## config.mk

```make
export PLATFORM = sky130hd
export DESIGN_NAME = sd_spi_init_sequencer
export DESIGN_NICKNAME = d
export VERILOG_FILES = /design/src/rtl/sdspi_pkg.sv /design/src/rtl/sd_spi_init_sequencer.sv
export VERILOG_INCLUDE_DIRS = /design/src /design/src/rtl
export SDC_FILE = /design/constraint.sdc
export NUM_CORES = 1
export LEC_CHECK = 0
export BUFFER_PORTS_ARGS = -buffer_cell sky130_fd_sc_hd__clkbuf_2
export CAP_MARGIN = 20
export CORE_MARGIN = 5
export CORE_UTILIZATION = 55
export CTS_CLUSTER_SIZE = 8
export DETAILED_ROUTE_END_ITERATION = 7
export PLACE_DENSITY = 0.74
export SLEW_MARGIN = 20
export SYNTH_ARGS = -nofsm -noshare
export SYNTH_HDL_FRONTEND = slang
export SYNTH_SLANG_ARGS = --single-unit
```

## constraint.sdc

```tcl
create_clock -name clk_i -period 11 [get_ports clk_i]
set_input_delay 1.65 -clock clk_i [delete_from_list [all_inputs] [get_ports clk_i]]
set_output_delay 1.65 -clock clk_i [all_outputs]
set_load 0.005 [all_outputs]
```

## src/rtl/sd_spi_init_sequencer_assert.svh

```systemverilog
// assertion macros for the sd spi init sequencer
`ifndef SD_SPI_INIT_SEQUENCER_ASSERT_SVH
`define SD_SPI_INIT_SEQUENCER_ASSERT_SVH

// clocked assertion, disabled while reset is asserted
`define SDSPI_ASSERT(label, prop, msg) \
  label: assert property (@(posedge clk_i) disable iff (!rst_ni) (prop)) else $error(msg);

// implication form on top of the clocked assertion
`define SDSPI_ASSERT_IMP(label, ante, cons, msg) \
  `SDSPI_ASSERT(label, (ante) |-> (cons), msg)

`endif

```

## src/rtl/sdspi_pkg.sv

```systemverilog
// types, codes and command frame tables for the sd spi init sequencer
`timescale 1ns / 1ps

package sdspi_pkg;

  // sequencer phases, one-hot
  typedef enum logic [5:0] {
    PH_IDLE  = 6'b000001,
    PH_DUMMY = 6'b000010,
    PH_FRAME = 6'b000100,
    PH_POLL  = 6'b001000,
    PH_TRAIL = 6'b010000,
    PH_DONE  = 6'b100000
  } phase_e;

  // command steps of the bring-up sequence
  typedef enum logic [2:0] {
    STEP_CMD0   = 3'd0,
    STEP_CMD8   = 3'd1,
    STEP_CMD55  = 3'd2,
    STEP_ACMD41 = 3'd3,
    STEP_CMD58  = 3'd4
  } step_e;

  // run status codes
  typedef enum logic [2:0] {
    ST_BUSY      = 3'd0,
    ST_READY     = 3'd1,
    ST_NORESP    = 3'd2,
    ST_BADIDLE   = 3'd3,
    ST_BADECHO   = 3'd4,
    ST_CMD58ERR  = 3'd5,
    ST_EXHAUSTED = 3'd6
  } status_e;

  // request kinds on the cmd field
  localparam logic REQ_START = 1'b0;
  localparam logic REQ_BYTE  = 1'b1;

  // configuration register indexes
  localparam logic [1:0] REG_POLL_LIMIT  = 2'd0;
  localparam logic [1:0] REG_DUMMY_BYTES = 2'd1;
  localparam logic [1:0] REG_RETRY_LIMIT = 2'd2;

  localparam logic [7:0]  FILL_BYTE      = 8'hFF;
  localparam logic [7:0]  CMD_START      = 8'h40;
  localparam logic [7:0]  R1_IDLE        = 8'h01;
  localparam logic [7:0]  R1_READY       = 8'h00;
  localparam logic [7:0]  ECHO_VOLTAGE   = 8'h01;
  localparam logic [7:0]  ECHO_PATTERN   = 8'hAA;
  localparam logic [7:0]  FRAME_BYTES    = 8'd6;
  localparam logic [7:0]  TRAIL_BYTES    = 8'd4;
  localparam logic [7:0]  POLL_LIMIT_RST = 8'd10;
  localparam logic [7:0]  DUMMY_RST      = 8'd10;

  // command index per step
  function automatic logic [5:0] cmd_index(input step_e step);
    logic [5:0] idx;
    unique case (step)
      STEP_CMD0:   idx = 6'd0;
      STEP_CMD8:   idx = 6'd8;
      STEP_CMD55:  idx = 6'd55;
      STEP_ACMD41: idx = 6'd41;
      STEP_CMD58:  idx = 6'd58;
      default:     idx = 6'd0;
    endcase
    return idx;
  endfunction

  // command argument per step
  function automatic logic [31:0] cmd_arg(input step_e step);
    logic [31:0] arg;
    unique case (step)
      STEP_CMD8:   arg = 32'h0000_01AA;
      STEP_ACMD41: arg = 32'h4000_0000;
      default:     arg = 32'h0000_0000;
    endcase
    return arg;
  endfunction

  // crc byte per step, only cmd0 and cmd8 need a valid one
  function automatic logic [7:0] cmd_crc(input step_e step);
    logic [7:0] crc;
    unique case (step)
      STEP_CMD0: crc = 8'h95;
      STEP_CMD8: crc = 8'h87;
      default:   crc = 8'h01;
    endcase
    return crc;
  endfunction

  // commands that are followed by four trailing response bytes
  function automatic logic has_trailing(input step_e step);
    return (step == STEP_CMD8) || (step == STEP_CMD58);
  endfunction

  // byte k of the six-byte command frame
  function automatic logic [7:0] frame_byte(input step_e step, input logic [2:0] k);
    logic [31:0] arg;
    logic [7:0]  b;
    arg = cmd_arg(step);
    unique case (k)
      3'd0:    b = CMD_START | {2'b00, cmd_index(step)};
      3'd1:    b = arg[31:24];
      3'd2:    b = arg[23:16];
      3'd3:    b = arg[15:8];
      3'd4:    b = arg[7:0];
      default: b = cmd_crc(step);
    endcase
    return b;
  endfunction

endpackage

```

## src/rtl/sd_spi_init_sequencer.sv

```systemverilog
// sd card spi-mode bring-up sequencer, one byte exchange per request
//
//   channel  | direction | handshake          | payload
//   ---------+-----------+--------------------+---------------------------------------
//   in       | input     | in_valid/in_ready  | cmd, rx_byte
//   out      | output    | out_valid/out_ready| tx_byte, exchange, select_high,
//            |           |                    | done_res, status, fast_clock
//   cfg      | input     | cfg_we             | cfg_idx, cfg_wdata
//
// a request is held in an input register, evaluated by the sequencer logic and
// written to the result register. one request per cycle is sustained while
// out_ready is high; the input register refills in the same cycle its request
// moves on to the result register.
// a stalled result register holds the input register, which then holds in_ready low.
// reset is asynchronous active low and leaves the sequencer idle with default limits.
`timescale 1ns / 1ps
`include "sd_spi_init_sequencer_assert.svh"

module sd_spi_init_sequencer (
  input  logic       clk_i,
  input  logic       rst_ni,
  // request channel
  input  logic       in_valid_i,
  output logic       in_ready_o,
  input  logic       cmd_i,
  input  logic [7:0] rx_byte_i,
  // result channel
  output logic       out_valid_o,
  input  logic       out_ready_i,
  output logic [7:0] tx_byte_o,
  output logic       exchange_o,
  output logic       select_high_o,
  output logic       done_res_o,
  output logic [2:0] status_o,
  output logic       fast_clock_o,
  // configuration write port
  input  logic        cfg_we_i,
  input  logic [1:0]  cfg_idx_i,
  input  logic [15:0] cfg_wdata_i
);

  // configuration registers
  logic [7:0]  poll_limit_q;
  logic [7:0]  dummy_bytes_q;
  logic [15:0] retry_limit_q;

  // pipeline control
  logic       in_valid_q;
  logic       in_cmd_q;
  logic [7:0] in_rx_q;
  logic       out_valid_q;
  logic       out_adv;
  logic       fire;

  // sequencer state
  sdspi_pkg::phase_e  phase_q, phase_d;
  sdspi_pkg::step_e   step_q, step_d;
  sdspi_pkg::status_e end_st_q, end_st_d;
  logic [7:0]  byte_cnt_q, byte_cnt_d;
  logic [7:0]  poll_cnt_q, poll_cnt_d;
  logic [7:0]  r1_q, r1_d;
  logic [15:0] retry_q, retry_d;
  logic        fast_q, fast_d;
  logic [7:0]  trail_q [4];
  logic        trail_we;
  logic [1:0]  trail_idx;

  // result of the current request
  logic [7:0]         res_tx;
  logic               res_ex;
  logic               res_sel;
  logic               res_done;
  sdspi_pkg::status_e res_st;

  // decision helpers
  logic               complete;
  logic               begin_cmd;
  sdspi_pkg::step_e   begin_step;
  logic               fin;
  sdspi_pkg::status_e fin_st;
  logic [7:0]         r1_eff;
  logic [15:0]        retry_inc;

  // result registers
  logic [7:0]         tx_q;
  logic               ex_q;
  logic               sel_q;
  logic               done_q;
  sdspi_pkg::status_e st_q;
  logic               fast_out_q;

  // handshake
  assign out_adv    = !out_valid_q || out_ready_i;
  assign fire       = in_valid_q && out_adv;
  assign in_ready_o = !in_valid_q || out_adv;

  // configuration writes
  always_ff @(posedge clk_i or negedge rst_ni) begin
    if (!rst_ni) begin
      poll_limit_q  <= sdspi_pkg::POLL_LIMIT_RST;
      dummy_bytes_q <= sdspi_pkg::DUMMY_RST;
      retry_limit_q <= 16'd0;
    end else if (cfg_we_i) begin
      unique case (cfg_idx_i)
        sdspi_pkg::REG_POLL_LIMIT:  poll_limit_q  <= cfg_wdata_i[7:0];
        sdspi_pkg::REG_DUMMY_BYTES: dummy_bytes_q <= cfg_wdata_i[7:0];
        sdspi_pkg::REG_RETRY_LIMIT: retry_limit_q <= cfg_wdata_i;
        default: ;
      endcase
    end
  end

  // input register
  always_ff @(posedge clk_i or negedge rst_ni) begin
    if (!rst_ni) begin
      in_valid_q <= 1'b0;
    end else if (in_ready_o) begin
      in_valid_q <= in_valid_i;
    end
  end

  always_ff @(posedge clk_i) begin
    if (in_ready_o && in_valid_i) begin
      in_cmd_q <= cmd_i;
      in_rx_q  <= rx_byte_i;
    end
  end

  // sequencer next state and result
  always_comb begin
    phase_d    = phase_q;
    step_d     = step_q;
    end_st_d   = end_st_q;
    byte_cnt_d = byte_cnt_q;
    poll_cnt_d = poll_cnt_q;
    r1_d       = r1_q;
    retry_d    = retry_q;
    fast_d     = fast_q;
    trail_we   = 1'b0;
    trail_idx  = byte_cnt_q[1:0] - 2'd1;
    res_tx     = sdspi_pkg::FILL_BYTE;
    res_ex     = 1'b0;
    res_sel    = 1'b1;
    res_done   = 1'b0;
    res_st     = sdspi_pkg::ST_BUSY;
    complete   = 1'b0;
    begin_cmd  = 1'b0;
    begin_step = sdspi_pkg::STEP_CMD0;
    fin        = 1'b0;
    fin_st     = sdspi_pkg::ST_BUSY;
    r1_eff     = r1_q;
    retry_inc  = retry_q + 16'd1;

    if (in_cmd_q == sdspi_pkg::REQ_START) begin
      // start request restarts the run
      phase_d    = sdspi_pkg::PH_DUMMY;
      step_d     = sdspi_pkg::STEP_CMD0;
      byte_cnt_d = 8'd1;
      poll_cnt_d = 8'd0;
      r1_d       = sdspi_pkg::FILL_BYTE;
      retry_d    = 16'd0;
      fast_d     = 1'b0;
      end_st_d   = sdspi_pkg::ST_BUSY;
      res_ex     = 1'b1;
    end else begin
      unique case (phase_q)
        sdspi_pkg::PH_DUMMY: begin
          if (byte_cnt_q < dummy_bytes_q) begin
            byte_cnt_d = byte_cnt_q + 8'd1;
            res_ex     = 1'b1;
          end else begin
            begin_cmd  = 1'b1;
            begin_step = sdspi_pkg::STEP_CMD0;
          end
        end
        sdspi_pkg::PH_FRAME: begin
          res_ex  = 1'b1;
          res_sel = 1'b0;
          if (byte_cnt_q < sdspi_pkg::FRAME_BYTES) begin
            res_tx     = sdspi_pkg::frame_byte(step_q, byte_cnt_q[2:0]);
            byte_cnt_d = byte_cnt_q + 8'd1;
          end else begin
            phase_d    = sdspi_pkg::PH_POLL;
            poll_cnt_d = 8'd1;
          end
        end
        sdspi_pkg::PH_POLL: begin
          if (!in_rx_q[7]) begin
            // r1 arrived
            r1_d   = in_rx_q;
            r1_eff = in_rx_q;
            if (sdspi_pkg::has_trailing(step_q)) begin
              phase_d    = sdspi_pkg::PH_TRAIL;
              byte_cnt_d = 8'd1;
              res_ex     = 1'b1;
              res_sel    = 1'b0;
            end else begin
              complete = 1'b1;
            end
          end else if (poll_cnt_q < poll_limit_q) begin
            poll_cnt_d = poll_cnt_q + 8'd1;
            res_ex     = 1'b1;
            res_sel    = 1'b0;
          end else begin
            fin    = 1'b1;
            fin_st = sdspi_pkg::ST_NORESP;
          end
        end
        sdspi_pkg::PH_TRAIL: begin
          trail_we = 1'b1;
          if (byte_cnt_q < sdspi_pkg::TRAIL_BYTES) begin
            byte_cnt_d = byte_cnt_q + 8'd1;
            res_ex     = 1'b1;
            res_sel    = 1'b0;
          end else begin
            complete = 1'b1;
          end
        end
        sdspi_pkg::PH_DONE: begin
          res_done = 1'b1;
          res_st   = end_st_q;
        end
        default: ;
      endcase
    end

    // command completion: check the response and choose the next command
    if (complete) begin
      unique case (step_q)
        sdspi_pkg::STEP_CMD0: begin
          if (r1_eff != sdspi_pkg::R1_IDLE) begin
            fin    = 1'b1;
            fin_st = sdspi_pkg::ST_BADIDLE;
          end else begin
            begin_cmd  = 1'b1;
            begin_step = sdspi_pkg::STEP_CMD8;
          end
        end
        sdspi_pkg::STEP_CMD8: begin
          // last echo byte is the one arriving now
          if (r1_eff != sdspi_pkg::R1_IDLE) begin
            fin    = 1'b1;
            fin_st = sdspi_pkg::ST_BADIDLE;
          end else if (trail_q[2] != sdspi_pkg::ECHO_VOLTAGE ||
                       in_rx_q != sdspi_pkg::ECHO_PATTERN) begin
            fin    = 1'b1;
            fin_st = sdspi_pkg::ST_BADECHO;
          end else begin
            begin_cmd  = 1'b1;
            begin_step = sdspi_pkg::STEP_CMD55;
          end
        end
        sdspi_pkg::STEP_CMD55: begin
          begin_cmd  = 1'b1;
          begin_step = sdspi_pkg::STEP_ACMD41;
        end
        sdspi_pkg::STEP_ACMD41: begin
          if (r1_eff == sdspi_pkg::R1_READY) begin
            begin_cmd  = 1'b1;
            begin_step = sdspi_pkg::STEP_CMD58;
          end else begin
            retry_d = retry_inc;
            if (retry_limit_q != 16'd0 && retry_inc >= retry_limit_q) begin
              fin    = 1'b1;
              fin_st = sdspi_pkg::ST_EXHAUSTED;
            end else begin
              begin_cmd  = 1'b1;
              begin_step = sdspi_pkg::STEP_CMD55;
            end
          end
        end
        sdspi_pkg::STEP_CMD58: begin
          fin    = 1'b1;
          fin_st = (r1_eff != sdspi_pkg::R1_READY) ? sdspi_pkg::ST_CMD58ERR
                                                    : sdspi_pkg::ST_READY;
        end
        default: begin
          fin    = 1'b1;
          fin_st = sdspi_pkg::ST_BADIDLE;
        end
      endcase
    end

    // first byte of a new command frame
    if (begin_cmd) begin
      step_d     = begin_step;
      phase_d    = sdspi_pkg::PH_FRAME;
      byte_cnt_d = 8'd1;
      res_tx     = sdspi_pkg::frame_byte(begin_step, 3'd0);
      res_ex     = 1'b1;
      res_sel    = 1'b0;
    end

    // end of run
    if (fin) begin
      phase_d  = sdspi_pkg::PH_DONE;
      end_st_d = fin_st;
      fast_d   = (fin_st == sdspi_pkg::ST_READY);
      res_tx   = sdspi_pkg::FILL_BYTE;
      res_ex   = 1'b0;
      res_sel  = 1'b1;
      res_done = 1'b1;
      res_st   = fin_st;
    end
  end

  // sequencer state registers
  always_ff @(posedge clk_i or negedge rst_ni) begin
    if (!rst_ni) begin
      phase_q    <= sdspi_pkg::PH_IDLE;
      step_q     <= sdspi_pkg::STEP_CMD0;
      end_st_q   <= sdspi_pkg::ST_BUSY;
      byte_cnt_q <= 8'd0;
      poll_cnt_q <= 8'd0;
      r1_q       <= sdspi_pkg::FILL_BYTE;
      retry_q    <= 16'd0;
      fast_q     <= 1'b0;
    end else if (fire) begin
      phase_q    <= phase_d;
      step_q     <= step_d;
      end_st_q   <= end_st_d;
      byte_cnt_q <= byte_cnt_d;
      poll_cnt_q <= poll_cnt_d;
      r1_q       <= r1_d;
      retry_q    <= retry_d;
      fast_q     <= fast_d;
    end
  end

  // trailing response bytes
  always_ff @(posedge clk_i) begin
    if (fire && (in_cmd_q == sdspi_pkg::REQ_BYTE) && trail_we) begin
      trail_q[trail_idx] <= in_rx_q;
    end
  end

  // result register
  always_ff @(posedge clk_i or negedge rst_ni) begin
    if (!rst_ni) begin
      out_valid_q <= 1'b0;
    end else if (out_adv) begin
      out_valid_q <= in_valid_q;
    end
  end

  always_ff @(posedge clk_i) begin
    if (fire) begin
      tx_q       <= res_tx;
      ex_q       <= res_ex;
      sel_q      <= res_sel;
      done_q     <= res_done;
      st_q       <= res_st;
      fast_out_q <= fast_d;
    end
  end

  assign out_valid_o   = out_valid_q;
  assign tx_byte_o     = tx_q;
  assign exchange_o    = ex_q;
  assign select_high_o = sel_q;
  assign done_res_o    = done_q;
  assign status_o      = st_q;
  assign fast_clock_o  = fast_out_q;

  // checks on result consistency
  `SDSPI_ASSERT_IMP(a_fast_only_when_ready, out_valid_o && fast_clock_o,
    done_res_o && status_o == sdspi_pkg::ST_READY, "fast clock without a ready card")
  `SDSPI_ASSERT_IMP(a_idle_bus_deselected, out_valid_o && !exchange_o,
    select_high_o, "card selected without an exchange")
  `SDSPI_ASSERT_IMP(a_done_is_final, out_valid_o && done_res_o,
    !exchange_o && status_o != sdspi_pkg::ST_BUSY, "finished run still busy or exchanging")

endmodule

```

==> results.json, run 1 <==
{
  "slew_viol_final": 0,
  "tns_ns": 0,
  "status": "completed",
  "dpl.hpwl_mm": 10.9,
  "synth_seq_cells": 119,
  "drt-wirelength-per-cell_um": 17.8,
  "synth_area_sq_mm": 0.00661,
  "final_common_cell": "dfrtp_1",
  "grt_pass1_wl_mm": 25.7,
  "setup_violations": 0,
  "clk_pin_slew_ns": 0.06,
  "r2r_end": "byte_cnt_q[5]$_DFFE_PN0P_",
  "dp_slack_ns": 6.68,
  "grt_pass1_vias": 5301,
  "synth_edf_count": 32,
  "synth_top_area_cell": "dfrtp_1",
  "worst_path_max_delay_cell": "o31ai_1",
  "synthTopCellsByArea": "dfrtp_1 (28%), edfxtp_1 (15%), ha_1 (7.0%)",
  "r2r_slack_ns": 6.63,
  "regArea_sq_mm": 0.00315,
  "multi_input_area_sq_mm": 0.00321,
  "avgSynthCellArea_sq_um": 10.2,
  "p_per_area_mw_per_mm2": 204,
  "postCtsSetupBuffers": 0,
  "insertion_delay_ns": 0.41,
  "worstSetupPathType": "reg2reg",
  "intPower_uw": 1050,
  "firstDrtPassIters": 7,
  "skew_ns": 0.00652,
  "min_period_ns": 4.37,
  "p_sw_uw": 500,
  "synth-seq-area-share_pct": 47.8,
  "drc": 0,
  "end_kind": "flop",
  "cts_buffers": 17,
  "final_antenna_net_count": 0,
  "rr_worst_depth": 16,
  "io_buffer_count": 48,
  "cts_tree": "built",
  "die_w_um": 120,
  "pwr-share-seq_pct": 40.0,
  "async_reset_ff_share_pct": 73.1,
  "cts-root-buf": "clkbuf_16",
  "drv_cap": 0,
  "relSlewSlack_pct": 32.4,
  "crit_path_start_kind": "flop",
  "period_share_pct": 39.7,
  "min_to": "r1_q[7]$_DFFE_PN1P_",
  "pwr-share-clk_pct": 36.2,
  "wl_mm": 15.3,
  "crit_required_ns": 11.33,
  "gp_congestion": 0.896,
  "whs_path_depth": 2,
  "rr_startpoint": "retry_q[2]$_DFFE_PN0P_",
  "rows": 40,
  "syn_inst": 647,
  "final_cell_mix": "dfrtp_1 (74), nor2_1 (50), nand2_1 (48)",
  "grt_usage_pct": 22.2,
  "vias_per_cell": 6.19,
  "ios": 49,
  "area.growth.synth_to_final_pct": 14.9,
  "holdBufCountCts": 0,
  "vdd_drop_max_v": 0.000134,
  "p_comb_share_pct": 23.8,
  "overflow": 0,
  "ys.flop_type": "dfrtp_1",
  "synth_fp_nets": 716,
  "worst_slew_pin_slew_ns": 1.01,
  "cp_max_fo": 6,
  "drive_above_1_share_pct": 20.0,
  "hp-class": "reg2reg",
  "slowest_delay_ns": 0.51,
  "grt_max_degree": 57,
  "initial_core_util_pct": 55.5,
  "drtIter0Drc": 512,
  "cts_buffer_depth": 2,
  "cp_cell_sequence": "and3_1 > and3_1 > and3_1 > and3_1 > and3_1 > nand3_1 > xnor2_1 > ha_1 > nand4_1 > a211o_1 > nor3_1 > o31a_1 > a211oi_2 > o31ai_1 > inv_1 > a31oi_1",
  "rsz0062_at_grt": "no",
  "htreeDepth": 4,
  "critPathArrivalTime_ns": 4.70,
  "synth_top_cell_area_share_pct": 28.0,
  "die_area_sq_mm": 0.0143,
  "hold_ws_ns": 0.473,
  "max_freq_mhz": 229,
  "yosys_warnings": 0,
  "cts_resized": 0,
  "cts.sinks": 119,
  "num_vias": 5307,
  "timing_hold_violations_final": 0,
  "synth_cell_types": 71,
  "core-area_sq_mm": 0.0119,
  "antenna_found_initial": 0,
  "p_leak_uw": 0.00340,
  "fillCellCount": 936,
  "hp-start": "r1_q[7]$_DFFE_PN1P_",
  "crit_top_cell": "and3_1",
  "worst_slack_ns": 6.63,
  "fin_nets": 767,
  "swShare_pct": 32.4,
  "die_h_um": 120,
  "num_antenna_cells": 0
}
metrics by stage:
step           cells  area (sq um)  total power, uW  util (%)
2_1_floorplan    647          6610              872         -
3_3_place_gp     826          6980              968      58.6
3_5_place_dp     826          6980              986      58.6
4_1_cts          858          7580             1550      63.7
5_1_grt          858          7590             1630      63.7
6_report         858          7590             1550      63.7
worst max-delay path, delay by kind of cell (launching register included):
kind	cells	cell delay, ns
AOI/OAI and AO/OA	5	1.51
xor gates and xnor gates	1	0.18
adders and majority gates	1	0.30
buffers and inverters	1	0.22
DFF	1	0.43
and+or+nand+nor	8	1.64
cells in the mapped netlist, types with 3 or more instances:
library cell / instances
o21ai_0: 35
and2_1: 5
o21a_1: 5
nor2b_1: 5
inv_1: 42
xnor2_1: 9
o32ai_1: 3
edfxtp_1: 32
a21oi_1: 33
o21ai_1: 3
nor3_1: 10
a31oi_1: 7
a2111oi_0: 5
or4_1: 4
xor2_1: 13
mux2_2: 28
a22o_1: 3
a21o_1: 6
dfstp_2: 13
nor2_1: 50
nand2_1: 48
a22oi_1: 4
nand2b_1: 10
o22ai_1: 12
ha_1: 37
dfrtp_1: 74
o211ai_1: 5
a32o_1: 9
and3_1: 13
nand3_1: 30
nand4_1: 11
clkbuf_1: 15
o31ai_1: 3
or3_1: 4
nand3b_1: 3
nor4_1: 8
cell type report:
cell class	count	share of cell area [%]
Timing Repair Buffer	51	3.50
Clock inverter	14	2.16
Sequential cell	119	41.6
Inverter	45	2.23
Multi-Input combinational cell	464	42.3
Clock buffer	18	5.79
Tap cell	147	2.42
per-layer routing:
metal | part of all wire, % | GRT usage [%]
met1 | 43 | 28.8
met2 | 49 | 36.1
met3 | 5.3 | 5.09
met4 | 2.4 | 9.38
met5 | 0 | 0
power by group through the flow:
stage / clock network (uW) / logic [uW] / registers (uW)
6_report: 559 / 369 / 619
5_1_grt: 589 / 412 / 629
4_1_cts: 566 / 366 / 617
3_5_place_dp: 0 / 362 / 624
3_3_place_gp: 0 / 347 / 621
2_1_floorplan: 0 / 272 / 600
registers in the layout, summed over array words and instances (netlist names), 3 cells and up:
| name | count |
|---|---|
| poll_cnt_q | 8 |
| phase_q | 6 |
| byte_cnt_q | 8 |
| r1_q | 8 |
| retry_limit_q | 16 |
| end_st_q | 3 |
| in_rx_q | 8 |
| dummy_bytes_q | 8 |
| step_q | 3 |
| tx_byte_o | 8 |
| retry_q | 16 |
| trail_q | 8 |
| poll_limit_q | 8 |
| status_o | 3 |
how the worst max path moves through the flow:
stage | end | cells after the start | start | slack, ns
global placement | poll_cnt_q[7]$_DFFE_PN0P_ | 9 | out_ready_i | 6.85
CTS | byte_cnt_q[4]$_DFFE_PN0P_ | 16 | retry_q[2]$_DFFE_PN0P_ | 6.74
detailed placement | poll_cnt_q[6]$_DFFE_PN0P_ | 9 | out_ready_i | 6.68
floorplan | phase_q[4]$_DFFE_PN0P_ | 17 | retry_q[2]$_DFFE_PN0P_ | 7.20
finish | byte_cnt_q[5]$_DFFE_PN0P_ | 16 | retry_q[2]$_DFFE_PN0P_ | 6.63
global route | byte_cnt_q[4]$_DFFE_PN0P_ | 15 | retry_q[0]$_DFFE_PN0P_ | 6.37
kinds of logic after synthesis:
kind of cell	after synthesis	synth area share, %
AO/OA/AOI/OAI	159	16.5
XOR/XNOR	22	2.92
adder cells (fa/ha/maj)	37	7.01
buffers and inverters	64	3.67
flip-flops	119	47.8
multiplexers	30	5.08
AND/OR/NAND/NOR	216	17.0
(Power assumes the default switching activity.)
==> run 2: changes to the inputs <==
Settings changed: PLACE_DENSITY 0.74 to 0.77.
Clock period 11 ns to 3.8 ns, I/O delays scaled along.
==> results.json, run 2 (synthesized netlist as in run 1, its figures left out) <==
{
  "status": "completed",
  "cts-root-buf": "clkbuf_16",
  "r2r_slack_ns": 0.05,
  "antenna_found_initial": 0,
  "drtIter0Drc": 492,
  "die_h_um": 120,
  "critPathArrivalTime_ns": 3.92,
  "relSlewSlack_pct": 44.1,
  "min_period_ns": 3.75,
  "grt_pass1_vias": 5507,
  "p_per_area_mw_per_mm2": 562,
  "cts_buffer_depth": 2,
  "cts.sinks": 119,
  "io_buffer_count": 48,
  "regArea_sq_mm": 0.00315,
  "timing_hold_violations_final": 0,
  "num_antenna_cells": 0,
  "worst_path_max_delay_cell": "a311oi_2",
  "overflow": 0,
  "crit_required_ns": 3.98,
  "die_area_sq_mm": 0.0143,
  "vdd_drop_max_v": 0.000384,
  "crit_family": "simple AND/OR/NAND/NOR gates",
  "startpoint": "retry_q[4]$_DFFE_PN0P_",
  "worstSetupPathType": "reg2reg",
  "drc": 0,
  "gp_congestion": 0.877,
  "dp_slack_ns": -0.0174,
  "core-area_sq_mm": 0.0119,
  "grt_pass1_wl_mm": 26.5,
  "path_depth": 17,
  "rsz0062_at_grt": "yes",
  "fin_nets": 794,
  "htreeDepth": 4,
  "tns_ns": 0,
  "wl_mm": 15.9,
  "firstDrtPassIters": 6,
  "rr_startpoint": "retry_q[4]$_DFFE_PN0P_",
  "cp_max_fo": 5,
  "vias_per_cell": 6.15,
  "grt_usage_pct": 23.0,
  "multi_input_area_sq_mm": 0.00330,
  "rr_worst_depth": 17,
  "drv_cap": 0,
  "holdBufCountCts": 0,
  "dpl.hpwl_mm": 11.1,
  "drt-wirelength-per-cell_um": 18.0,
  "clk_pin_slew_ns": 0.06,
  "cp_cell_sequence": "and3_4 > and3_4 > and3_4 > and3_4 > and3_4 > nand3_4 > xnor2_1 > ha_1 > nand4_1 > buf_4 > o221ai_2 > o31a_1 > a311oi_2 > o31a_1 > buf_4 > buf_4 > nand2b_1",
  "max_freq_mhz": 267,
  "final_common_cell": "dfrtp_1",
  "skew_ns": 0.00823,
  "crit_buf_inv": 3,
  "cts_buffers": 17,
  "die_w_um": 120,
  "final_antenna_net_count": 0,
  "slew_viol_final": 0,
  "period_share_pct": 98.6,
  "fillCellCount": 923,
  "top_regs": "retry_limit_q x16, retry_q x16",
  "drive_above_1_share_pct": 24.7,
  "setup_violations": 0,
  "crit_top_cell": "and3_4",
  "final_cell_mix": "dfrtp_1 (74), nor2_1 (49), nand2_1 (48)",
  "hp-class": "in2async",
  "grt_max_degree": 88,
  "area.growth.synth_to_final_pct": 18.6,
  "r2r_end": "done_res_o$_SDFFCE_PP1P_",
  "worst_slack_ns": 0.0531,
  "insertion_delay_ns": 0.42,
  "num_vias": 5441,
  "rows": 40,
  "slowest_delay_ns": 0.35,
  "crit_path_start_kind": "flop",
  "end_kind": "flop",
  "ios": 49,
  "cts_tree": "built",
  "worst_slew_pin_slew_ns": 0.817,
  "endpoint": "done_res_o$_SDFFCE_PP1P_",
  "initial_core_util_pct": 55.5,
  "p_leak_uw": 0.00351
}
## run 2: changes by cell type in the layout (fill, tap and decap cells not counted), sizes merged
cell,previous run,this run
buf,4,31
bufinv,2,1
clkinvlp,0,4
inv,49,46
## run 2: worst min-delay path by stage
stage               depth (start not counted)                start                      endpoint  slack (ns)
floorplan                                   0               rst_ni     byte_cnt_q[0]$_DFFE_PN0P_        0.27
global placement                            2  r1_q[7]$_DFFE_PN1P_           r1_q[7]$_DFFE_PN1P_        0.46
detailed placement                          2  r1_q[7]$_DFFE_PN1P_           r1_q[7]$_DFFE_PN1P_        0.47
CTS                                         1         rx_byte_i[2]          in_rx_q[2]$_DFFE_PP_        0.31
global route                                1               rst_ni  retry_limit_q[9]$_DFFE_PN0P_        0.27
finish                                      1               rst_ni  retry_limit_q[9]$_DFFE_PN0P_        0.22
## run 2: power breakdown
group          total [uW]  switching, uW  internal [uW]
Sequential           1790            210           1580
Combinational        1110            637            478
Clock                1500            602            901
Total                4410           1450           2960
## run 2: worst register-to-register path, delay by kind of cell, from the launching register on
family | cells | cell delay (ns)
xor gates and xnor gates | 1 | 0.24
DFF | 1 | 0.34
and+or+nand+nor | 8 | 1.19
adders and majority gates | 1 | 0.28
buffers and inverters | 3 | 0.37
AOI/OAI and AO/OA | 4 | 1.07
## run 2: layout make-up
type,instances,area share [%]
clock buffer,18,5.48
clock inverter,14,1.63
inverter,45,2.16
multi-input combinational,464,42.1
sequential,119,40.3
tap,147,2.35
timing repair buffer,78,6.02
## run 2: what timing repair did
action,CTS,global route
pin swaps,2,9
gates resized for setup,2,15
buffers inserted,2,6
hold endpoints to repair,0,0
setup endpoints to repair,5,33
## run 2: metal layers
layer	GRT usage [%]	vias up	share of wire, %
met5	0	-	0
li1	-	2563	-
met3	6.08	45	6.0
met2	37.7	200	49
met4	10.2	0	3.0
met1	28.7	2633	42
## run 2: through the flow
step                hold slack, ns  total power [uW]  util (%)  area, sq um  instances
floorplan                    0.274              2520         -         6610        647
global placement             0.460              2820      59.8         7120        845
detailed placement           0.467              2880      59.8         7120        845
CTS                          0.311              4400      64.7         7700        879
global route                 0.274              4650      65.8         7840        885
finish                       0.220              4410      65.8         7840        885
==> run 3: changes to the inputs <==
Settings changed: CELL_PAD_IN_SITES_DETAIL_PLACEMENT set to 0, CELL_PAD_IN_SITES_GLOBAL_PLACEMENT set to 2, CORE_UTILIZATION 55 to 36, PLACE_DENSITY 0.77 to unset, PLACE_DENSITY_LB_ADDON set to 0.1.
==> results.json, run 3 (synthesized netlist as in run 1, its figures left out) <==
{
  "cts_tree": "built",
  "clk_pin_slew_ns": 0.06,
  "fin_nets": 803,
  "min_period_ns": 3.73,
  "timing_hold_violations_final": 0,
  "dr_wl_met3_um": 608,
  "multi_input_area_sq_mm": 0.00332,
  "crit_required_ns": 4.11,
  "wl_met1_mm": 8.18,
  "die_w_um": 145,
  "relSlewSlack_pct": 47.6,
  "slew_viol_final": 0,
  "crit_path_start_kind": "flop",
  "critPathArrivalTime_ns": 4.04,
  "worst_slew_pin_slew_ns": 0.767,
  "vias_per_cell": 5.40,
  "rr_startpoint": "retry_q[3]$_DFFE_PN0P_",
  "insertion_delay_ns": 0.43,
  "drt-wirelength-per-cell_um": 17.6,
  "hp-class": "in2async",
  "grt_pass1_wl_mm": 28.3,
  "max_freq_mhz": 268,
  "wl_met2_mm": 8.27,
  "fillCellCount": 1720,
  "drtIter0Drc": 260,
  "p_leak_uw": 0.00359,
  "r2r_end": "phase_q[4]$_DFFE_PN0P_",
  "vdd_drop_max_v": 0.000357,
  "rows": 49,
  "cts.sinks": 119,
  "die_area_sq_mm": 0.0212,
  "dpl.hpwl_mm": 12.6,
  "htreeDepth": 4,
  "final_cell_mix": "dfrtp_1 (74), nor2_1 (48), nand2_1 (47), clkbuf_2 (47), inv_1 (41)",
  "drc": 0,
  "hold_ws_ns": 0.192,
  "grt_pass1_vias": 5453,
  "gp_congestion": 0.820,
  "p_per_area_mw_per_mm2": 578,
  "top_layer_used": "met4",
  "final_core_util_pct": 44.9,
  "worstSetupPathType": "reg2reg",
  "num_vias": 5267,
  "rr_worst_depth": 16,
  "overflow": 0,
  "rsz0062_at_grt": "yes",
  "die_h_um": 145,
  "period_share_pct": 98.1,
  "grt_usage_pct": 16.5,
  "status": "completed",
  "wl_mm": 17.2,
  "cts-root-buf": "clkbuf_16",
  "r2r_slack_ns": 0.07,
  "firstDrtPassIters": 5,
  "regArea_sq_mm": 0.00315,
  "top_regs": "retry_limit_q x16, retry_q x16",
  "drive_above_1_share_pct": 26.1,
  "tns_ns": 0,
  "skew_ns": 0.00907,
  "antenna_found_initial": 0,
  "final_antenna_net_count": 0,
  "drv_cap": 0,
  "grt_max_degree": 83,
  "final_common_cell": "dfrtp_1",
  "cp_max_fo": 5,
  "setup_violations": 0,
  "area.growth.synth_to_final_pct": 22.6,
  "num_antenna_cells": 0,
  "end_kind": "flop",
  "io_buffer_count": 48,
  "core-area_sq_mm": 0.0180,
  "ios": 49,
  "cts_buffers": 17,
  "cts_buffer_depth": 2,
  "initial_core_util_pct": 36.6
}
run 3: layout make-up:
type                       instances  share of cell area (%)
tap                              229                    3.54
clock inverter                    15                    2.47
sequential                       119                    39.0
clock buffer                      17                    5.25
multi-input combinational        464                    41.0
inverter                          45                    2.09
timing repair buffer              87                    6.71
run 3: routing by layer:
layer | GRT usage (%) | vias to the layer above
li1 | - | 2576
met2 | 27.4 | 87
met5 | 0 | -
met4 | 4.43 | 0
met3 | 4.27 | 14
met1 | 21.5 | 2590
run 3: where the power goes:
| part | switching, uW | internal (uW) |
|---|---|---|
| Combinational | 671 | 499 |
| Clock | 631 | 1100 |
| Sequential | 198 | 1580 |
run 3: worst max-delay path: stages (launching register included):
cell and delay (ns):
dfrtp_1 0.38, and3_4 0.18, and3_4 0.18, and3_4 0.17, and3_4 0.17, and3_4 0.18
buf_4 0.13, xor2_1 0.14, ha_1 0.28, nand4_1 0.15, buf_4 0.13, o221ai_1 0.11
o31a_1 0.34, a311oi_2 0.36, o22ai_2 0.15, a21oi_2 0.19, mux2_2 0.35
run 3: how the worst max path moves through the flow:
stage	start	to	slack, ns	cells past startpoint
after floorplan	retry_q[2]$_DFFE_PN0P_	phase_q[4]$_DFFE_PN0P_	0.0008	17
after global routing	retry_q[2]$_DFFE_PN0P_	phase_q[4]$_DFFE_PN0P_	-0.13	16
after global placement	retry_q[3]$_DFFE_PN0P_	phase_q[4]$_DFFE_PN0P_	0.05	16
after detailed placement	retry_q[3]$_DFFE_PN0P_	select_high_o$_SDFFCE_PP1P_	-0.11	16
final	retry_q[3]$_DFFE_PN0P_	phase_q[4]$_DFFE_PN0P_	0.07	16
after CTS	retry_q[3]$_DFFE_PN0P_	phase_q[4]$_DFFE_PN0P_	0.004	16
run 3: stage by stage:
stage	setup slack (ns)	total power [uW]	instances	area, sq um
finish	0.0711	4680	976	8100
global placement	0.0534	2910	938	7310
CTS	0.00427	4700	970	7950
detailed placement	-0.113	2940	938	7310
global route	-0.133	4950	976	8100
floorplan	0.000814	2520	647	6610
run 3: timing repair:
action	in CTS	in global routing
pin swaps	3	10
endpoints found under the setup margin	15	34
buffers inserted	0	6
resized for setup	5	24
hold buffers	0	0
